**src/gsppm_pkg.sv**
```systemverilog
// Shared types, widths and constants of the gas sensor ppm conversion pipeline.
// No dependencies; every other file of the block imports it.
`default_nettype none

package gsppm_pkg;

    localparam int ADC_BITS   = 12;
    localparam int OHM_W      = 20;
    localparam int COEF_W     = 16;
    localparam int RES_W      = 24;
    localparam int CFG_IDX_W  = 3;
    localparam int CFG_DATA_W = OHM_W;

    // Rs numerator / denominator products
    localparam int PROD_W = OHM_W + ADC_BITS;

    // log2 in Q.20: integer part indexes the leading one of a PROD_W word
    localparam int LOG_FRAC = 20;
    localparam int LOG_INT  = $clog2(PROD_W);
    localparam int LOG_W    = LOG_INT + LOG_FRAC;
    localparam int LOG_LAT  = LOG_FRAC + 1;
    localparam int MANT_W   = 31;

    // pipelined restoring divider
    localparam int DIV_NW  = PROD_W + 16;
    localparam int DIV_DW  = PROD_W;
    localparam int DIV_QW  = 26;
    localparam int DIV_LAT = DIV_QW + 1;

    localparam int RATIO_FRAC = 16;
    localparam int DIFF_W     = LOG_W + 3;
    localparam int BPROD_W    = COEF_W + 23;
    localparam int BB_W       = 27;
    localparam int SLOPE_FRAC = 12;

    // 2^z: z in Q.20, valid window -9 .. 16
    localparam int EXP_STEPS = 20;
    localparam int EXP_U_W   = 25;
    localparam int ACC_W     = 32;
    localparam logic [DIV_QW-1:0] EXP_HI = DIV_QW'(16 << LOG_FRAC);
    localparam logic [DIV_QW-1:0] EXP_LO = DIV_QW'(9 << LOG_FRAC);

    localparam logic [RES_W-1:0] SAT24        = '1;
    localparam logic [21:0]      LOG2_TEN_Q20 = 22'd3483294;

    // pipeline stage positions, counted from the input register
    localparam int ST_LOG   = LOG_LAT;
    localparam int ST_DIFF  = ST_LOG + 1;
    localparam int ST_MNUM  = ST_DIFF + 1;
    localparam int ST_MDIV  = ST_MNUM + DIV_LAT;
    localparam int ST_EXP0  = ST_MDIV + 1;
    localparam int ST_EXPN  = ST_EXP0 + EXP_STEPS;
    localparam int ST_LAST  = ST_EXPN + 1;
    localparam int ST_RC_IN = ST_LAST - DIV_LAT;

    typedef enum logic [CFG_IDX_W-1:0] {
        CFG_LOAD, CFG_CLEAN_AIR, CFG_FULL_SCALE, CFG_SLOPE, CFG_INTERCEPT, CFG_THRESHOLD
    } t_cfg_idx;

    typedef enum logic [1:0] {
        ST_OK, ST_ZERO_SAMPLE, ST_FULL_SCALE, ST_ZERO_SLOPE
    } t_status;

    typedef struct packed {
        logic                op;
        logic [ADC_BITS-1:0] smp;
        logic [PROD_W-1:0]   num;
        logic [PROD_W-1:0]   den;
        t_status             stat;
    } t_side;

    function automatic logic [63:0] isqrt64(input logic [63:0] x);
        logic [63:0] r;
        logic [63:0] b;
        logic [63:0] v;
        v = x;
        r = '0;
        b = 64'd1 << 62;
        while (b > v) b = b >> 2;
        while (b != 64'd0) begin
            if (v >= r + b) begin
                v = v - (r + b);
                r = (r >> 1) + b;
            end else begin
                r = r >> 1;
            end
            b = b >> 2;
        end
        return r;
    endfunction

    // 2^(2^-k) in Q.30, by k successive square roots of 2
    function automatic logic [ACC_W-1:0] exp_root(input int k);
        logic [63:0] r;
        r = 64'd1 << 31;
        for (int i = 0; i < k; i++) r = isqrt64(r << 30);
        return r[ACC_W-1:0];
    endfunction

endpackage

`default_nettype wire

```
**src/gsppm_div.sv**
```systemverilog
// Pipelined unsigned restoring divider, one quotient bit per stage.
// Depends on gsppm_pkg for widths; flags quotients wider than DIV_QW bits.
`default_nettype none

module gsppm_div import gsppm_pkg::*; (
    input  logic              i_clk,
    input  logic              i_en,
    input  logic [DIV_NW-1:0] i_num,
    input  logic [DIV_DW-1:0] i_den,
    output logic [DIV_QW-1:0] o_quot,
    output logic              o_ovf
);

    logic [DIV_DW-1:0] r_rem [0:DIV_QW];
    logic [DIV_DW-1:0] n_rem [0:DIV_QW];
    logic [DIV_QW-1:0] r_low [0:DIV_QW];
    logic [DIV_QW-1:0] n_low [0:DIV_QW];
    logic [DIV_QW-1:0] r_q   [0:DIV_QW];
    logic [DIV_QW-1:0] n_q   [0:DIV_QW];
    logic [DIV_DW-1:0] r_d   [0:DIV_QW];
    logic [DIV_DW-1:0] n_d   [0:DIV_QW];
    logic              r_ovf [0:DIV_QW];
    logic              n_ovf [0:DIV_QW];

    always_comb begin
        logic [DIV_DW:0] t;
        logic            ge;
        n_rem[0] = DIV_DW'(i_num[DIV_NW-1:DIV_QW]);
        n_ovf[0] = DIV_DW'(i_num[DIV_NW-1:DIV_QW]) >= i_den;
        n_low[0] = i_num[DIV_QW-1:0];
        n_q[0]   = '0;
        n_d[0]   = i_den;
        for (int k = 1; k <= DIV_QW; k++) begin
            t        = {r_rem[k-1], r_low[k-1][DIV_QW-1]};
            ge       = t >= {1'b0, r_d[k-1]};
            n_rem[k] = ge ? DIV_DW'(t - {1'b0, r_d[k-1]}) : t[DIV_DW-1:0];
            n_q[k]   = {r_q[k-1][DIV_QW-2:0], ge};
            n_low[k] = r_low[k-1] << 1;
            n_d[k]   = r_d[k-1];
            n_ovf[k] = r_ovf[k-1];
        end
    end

    always_ff @(posedge i_clk) begin
        if (i_en) begin
            for (int k = 0; k <= DIV_QW; k++) begin
                r_rem[k] <= n_rem[k];
                r_low[k] <= n_low[k];
                r_q[k]   <= n_q[k];
                r_d[k]   <= n_d[k];
                r_ovf[k] <= n_ovf[k];
            end
        end
    end

    assign o_quot = r_q[DIV_QW];
    assign o_ovf  = r_ovf[DIV_QW];

endmodule

`default_nettype wire

```
**config.mk**
```make
export PLATFORM = sky130hd
export DESIGN_NAME = gsppm_div
export DESIGN_NICKNAME = d
export VERILOG_FILES = /design/src/gsppm_pkg.sv /design/src/gsppm_div.sv
export SDC_FILE = /design/constraint.sdc
export NUM_CORES = 2
export LEC_CHECK = 0
export BUFFER_PORTS_ARGS = -buffer_cell sky130_fd_sc_hd__buf_2
export CORE_AREA = 2 2 527 529
export CTS_CLUSTER_DIAMETER = 60
export DETAILED_ROUTE_END_ITERATION = 12
export DIE_AREA = 0 0 529 531
export GPL_TIMING_DRIVEN = 0
export PLACE_DENSITY = 0.64
export SLEW_MARGIN = 15
export SYNTH_ARGS = -nofsm -noshare
export SYNTH_HDL_FRONTEND = slang
export SYNTH_SLANG_ARGS = --single-unit
```
**constraint.sdc**
```tcl
create_clock -name i_clk -period 4.2 [get_ports i_clk]
set_clock_uncertainty 0.2 [all_clocks]
set_input_delay 0.63 -clock i_clk [delete_from_list [all_inputs] [get_ports i_clk]]
set_output_delay 0.63 -clock i_clk [all_outputs]
set_load 0.05 [all_outputs]
```
# Word level (Yosys, flattened, before mapping)
# Memories as Yosys holds them, arrays and structs flattened.
# Index checks and enable logic that the tools add are counted.
# totals
latch_bits,0
romBits,0
ram_bits,3159
ff_bits,0
inputBits,82
word_cells,86
out_inout_bits,27
mem_count,5
# op_classes
addsub,26
bitwise,0
shifts,0
magnitude_cmp,27
n_eq_ne,0
n_mul,0
n_div,0
reduce_logical,0
muxes,28
# memory_table
name,words,width,rd,rd_clocked_by_memory_dff,write_ports,line_no,source
r_d,27,32,26,0,27,gsppm_div.sv:20,logic [DIV_DW-1:0] r_d [0:DIV_QW];
r_rem,27,32,26,0,27,gsppm_div.sv:14,logic [DIV_DW-1:0] r_rem [0:DIV_QW];
r_low,27,26,26,0,27,gsppm_div.sv:16,logic [DIV_QW-1:0] r_low [0:DIV_QW];
r_q,27,26,27,0,27,gsppm_div.sv:18,logic [DIV_QW-1:0] r_q [0:DIV_QW];
r_ovf,27,1,27,0,27,gsppm_div.sv:22,logic r_ovf [0:DIV_QW];
# ops
op,n
33-bit by 32-bit >= comparator with 1-bit output,26
32-bit two-way mux,26
32-bit subtractor,26
22-bit by 32-bit >= comparator with 1-bit output,1
1-bit two-way mux,2

# Logic depth before layout (Yosys ltp)
# An unclocked memory read counts as a cell.
# depth
depth_word,3
mapped_depth,17
mapped_depth_nobuf,15

# Worst setup path after synthesis
# Ideal clock, no wire load.
# synth_timing
path_type,reg-to-reg
startpoint,memory r_d[0][1] (netlist name)
endpoint,memory r_rem[0][48] (netlist name) (data pin)
setup_time_ns,0.260
required_ns,3.740
synth_period_minus_slack_ns,3.781
setup_slack_ns,0.419
stages_incl_launch_ff,17
arrival_time_ns,3.321
path_buffers,2
path_cell_list,edfxtp_1 inv_1 ha_1 nor2b_1 o21ai_1 a21boi_0 o21ai_1 a21oi_1 a41o_1 a41o_1 a221o_1 o21a_1 o21bai_1 a211o_1 buf_2 buf_4 mux2_2
# synth_lines
item,line_no
start: declaration,gsppm_div.sv:20
end: declaration,gsppm_div.sv:14

==> flow_metrics.env <==
export IMPL_drv_cap=0
export IMPL_dp_hpwl_um=220000
export IMPL_syn_cell_area_um2=123000
export IMPL_crit_slowest_cell="edfxtp_1"
export IMPL_ys_seq_area_share_pct=58.1
export IMPL_rsz0062_at_grt="true"
export IMPL_clk_latency_ps=910
export IMPL_grt_pass1_wl_um=454000
export IMPL_reg2reg_depth=15
export IMPL_drive_gt1_share_pct=11.7
export IMPL_tns_ps=0
export IMPL_port_buffers=108
export IMPL_final_nets=11807
export IMPL_overflow=0
export IMPL_crit_path_cell_trace="inv_1 > ha_1 > nor2b_1 > o21ai_0 > a21boi_2 > o21ai_1 > o21ba_2 > o211ai_1 > a31oi_2 > or2_2 > o211ai_1 > a41oi_4 > buf_4 > buf_2 > o21ai_0"
export IMPL_path_class="reg -> reg"
export IMPL_h_tree_depth=5
export IMPL_synth_flop_cell="edfxtp_1"
export IMPL_synthArstFlopShare_pct=0
export IMPL_cp_top_family="compound AO/OA/AOI/OAI gates"
export IMPL_p_comb_share_pct=42.4
export IMPL_avgRoutedWirePerCell_um=20.2
export IMPL_clkPwrFrac_pct=23.3
export IMPL_ys_ff_latch=2383
export IMPL_slowest_delay_ps=430
export IMPL_power_density_nw_per_um2=769
export IMPL_switching_share_pct=36.9
export IMPL_rows=193
export IMPL_final_period_utilization_pct=97.9
export IMPL_synthTopCellsByArea="edfxtp_1 (58%), ha_1 (8.6%), a21oi_1 (3.6%)"
export IMPL_fin_ws_ps=88.2
export IMPL_place_inst=14018
export IMPL_grt_max_degree=165
export IMPL_synth_largest_area_cell="edfxtp_1"
export IMPL_grt_pass1_vias=78973
export IMPL_die_y_um=531
export IMPL_hold_end="r_q[1][107]"
export IMPL_pre_cts_ws_ps=-878
export IMPL_endpoint_kind="flop"
export IMPL_finalCriticalPeriod_ps=4110
export IMPL_synthToLayoutAreaGrowth_pct=14.7
export IMPL_cts_path_max_buffers=4
export IMPL_total_power_mw=109
export IMPL_syn_nets=11238
export IMPL_hold_viol_final=0
export IMPL_reg2reg_from="r_low[0][103]"
export IMPL_syn_area_per_cell_um2=12.0
export IMPL_netSwitchingPower_mw=40.1
export IMPL_ir_worst_vdd_mv=0.354
export IMPL_boundaryPins=109
export IMPL_fillers=23794
export IMPL_reg2reg_to="r_rem[0][147]"
export IMPL_synthCells=10286
export IMPL_cp_arrival_ps=4590
export IMPL_cts_sinks=2383
export IMPL_firstDrtPassIters=8
export IMPL_p_int_mw=68.6
export IMPL_clkTransAtPathRegs_ps=60
export IMPL_final_cells=14695
export IMPL_cp_start_kind="flop"
export IMPL_initial_core_util_pct=44.8
export IMPL_final_antenna_net_count=0
export IMPL_multi_input_area_um2=47800
export IMPL_cts_buffers=287
export IMPL_antenna_found_initial=6
export IMPL_final_core_util_pct=51.3
export IMPL_tightest_slew_ps=964
export IMPL_design_core_area_um2=275000
export IMPL_grt_total_usage_pct=20.6
export IMPL_cp_max_fo=10
export IMPL_crit_cells=15
export IMPL_worstHoldStart="r_q[1][80]"
export IMPL_synth_common_cells="edfxtp_1 (2383), inv_1 (1076), a21oi_1 (886)"
export IMPL_wirelength_um=296000
export IMPL_status="finished, final reports clean"
export IMPL_regArea_um2=71600
export IMPL_drt_iter0_drc=5893
export IMPL_synth_top_area_share_pct=58.1
export IMPL_clock_root_buffer="clkbuf_16"
export IMPL_setup_viol=0
export IMPL_leakage_nw=57.3
export IMPL_timing_critical_path_buf_inv=3
export IMPL_maxSlewViolCount=0
export IMPL_num_vias=79979
export IMPL_synth_edf_count=2383
export IMPL_worstPathRequired_ps=4680
export IMPL_drc_errors=0
export IMPL_dieArea_um2=281000
export IMPL_hold_path_class="reg -> reg"
export IMPL_fmax_mhz=243
export IMPL_ys_types=86
export IMPL_pwr_share_seq_pct=34.3
export IMPL_viasPerCell=5.44
export IMPL_timing_slew_headroom_pct=35.7
export IMPL_holdPathStages=0
export IMPL_cts_tree="built"
export IMPL_die_w_um=529
export IMPL_synth_most_common_cell="edfxtp_1"
export IMPL_ys_warn_count=0
export IMPL_gp_congestion=0.926
export IMPL_rrSetupSlack_ps=90
[state kept, by name (all words and copies together) (netlist names)]
name,flops
r_low,351
r_ovf,27
r_rem,822
r_d,832
r_q,351
[power groups by stage]
stage	logic (mW)	registers, mW	clock network [mW]
detailed placement	43.2	37.7	0
finish	46.1	37.2	25.3
global placement	42.6	39.4	0
CTS	44.4	37.3	26.1
floorplan	32.1	35.9	0
global route	50.9	37.7	27.0
[area by class of cell]
cell class | instances | area share, %
clock inverters | 176 | 1.42
inverters | 1076 | 2.86
clock buffers | 342 | 5.42
multi-input cells | 6580 | 33.8
plain buffers | 244 | 0.897
repair buffers | 283 | 1.76
well taps | 3607 | 3.19
diodes | 4 | 0.00708
flip-flops and latches | 2383 | 50.6
[logic make-up after synthesis]
kind of cell	count (synthesis)	share of synthesized area (%)
xor+xnor	673	4.78
compound gates	2665	13.3
buf+inv	1323	4.07
fa+ha+maj	870	8.99
mux	328	2.97
flops	2383	58.1
simple gates	2044	7.80
[worst max path at each step]
| stage | endpoint | slack [ps] | from |
|---|---|---|---|
| after floorplan | r_rem[0][48] | 420 | r_d[0][1] |
| final | r_rem[0][147] | 90 | r_low[0][103] |
| after CTS | r_rem[0][374] | -30 | r_rem[0][320] |
| after global placement | r_low[1][51] | -35490 | i_en |
| after detailed placement | r_rem[1][279] | -880 | r_d[1][229] |
| after global routing | r_rem[0][147] | -90 | r_low[0][103] |
[metal layers]
metal / vias up / global-route usage (%) / routed length (µm)
met3: 631 / 2.47 / 12000
met4: 0 / 8.22 / 12500
met5: - / 0 / 0
li1: 38920 / - / -
met1: 38496 / 26.6 / 128000
met2: 1932 / 35.2 / 143000
[repair_timing]
| item | in CTS | in global routing |
|---|---|---|
| pin swaps | 19 | 70 |
| buffers inserted | 15 | 60 |
| gates cloned | 0 | 1 |
| gates resized for setup | 193 | 300 |
| hold endpoints to repair | 117 | 0 |
| endpoints found under the setup margin | 746 | 774 |
| hold buffers | 82 | 0 |
[metrics by stage]
step                      hold slack, ps  instance area [µm²]
after global placement               200               128000
after detailed placement             205               129000
after CTS                            168               140000
after global routing                 201               141000
after floorplan                      200               123000
final                                201               141000
[cells in the final DEF (no fill, tap or decap), types with 37 or more instances in the layout]
| cell type | n |
|---|---|
| xnor2_1 | 386 |
| buf_2 | 131 |
| nand4_1 | 134 |
| and3_1 | 68 |
| xor2_1 | 287 |
| clkbuf_1 | 169 |
| o21a_1 | 85 |
| a21oi_1 | 842 |
| nand3_1 | 153 |
| clkinv_1 | 45 |
| o21ai_0 | 586 |
| o21ai_1 | 50 |
| o31ai_1 | 38 |
| o21bai_1 | 107 |
| mux2_2 | 300 |
| nand2b_1 | 102 |
| bufinv_16 | 37 |
| a211oi_1 | 51 |
| inv_1 | 1075 |
| a31oi_1 | 66 |
| buf_4 | 88 |
| a21o_1 | 449 |
| nor2b_1 | 122 |
| nor2_1 | 503 |
| clkinv_2 | 38 |
| a21oi_2 | 42 |
| nand2_1 | 686 |
| nor3_1 | 92 |
| clkbuf_2 | 41 |
| clkbuf_16 | 301 |
| dlygate4sd3_1 | 81 |
| ha_1 | 838 |
| edfxtp_1 | 2383 |
No activity file was read; power rests on OpenSTA's default activity.
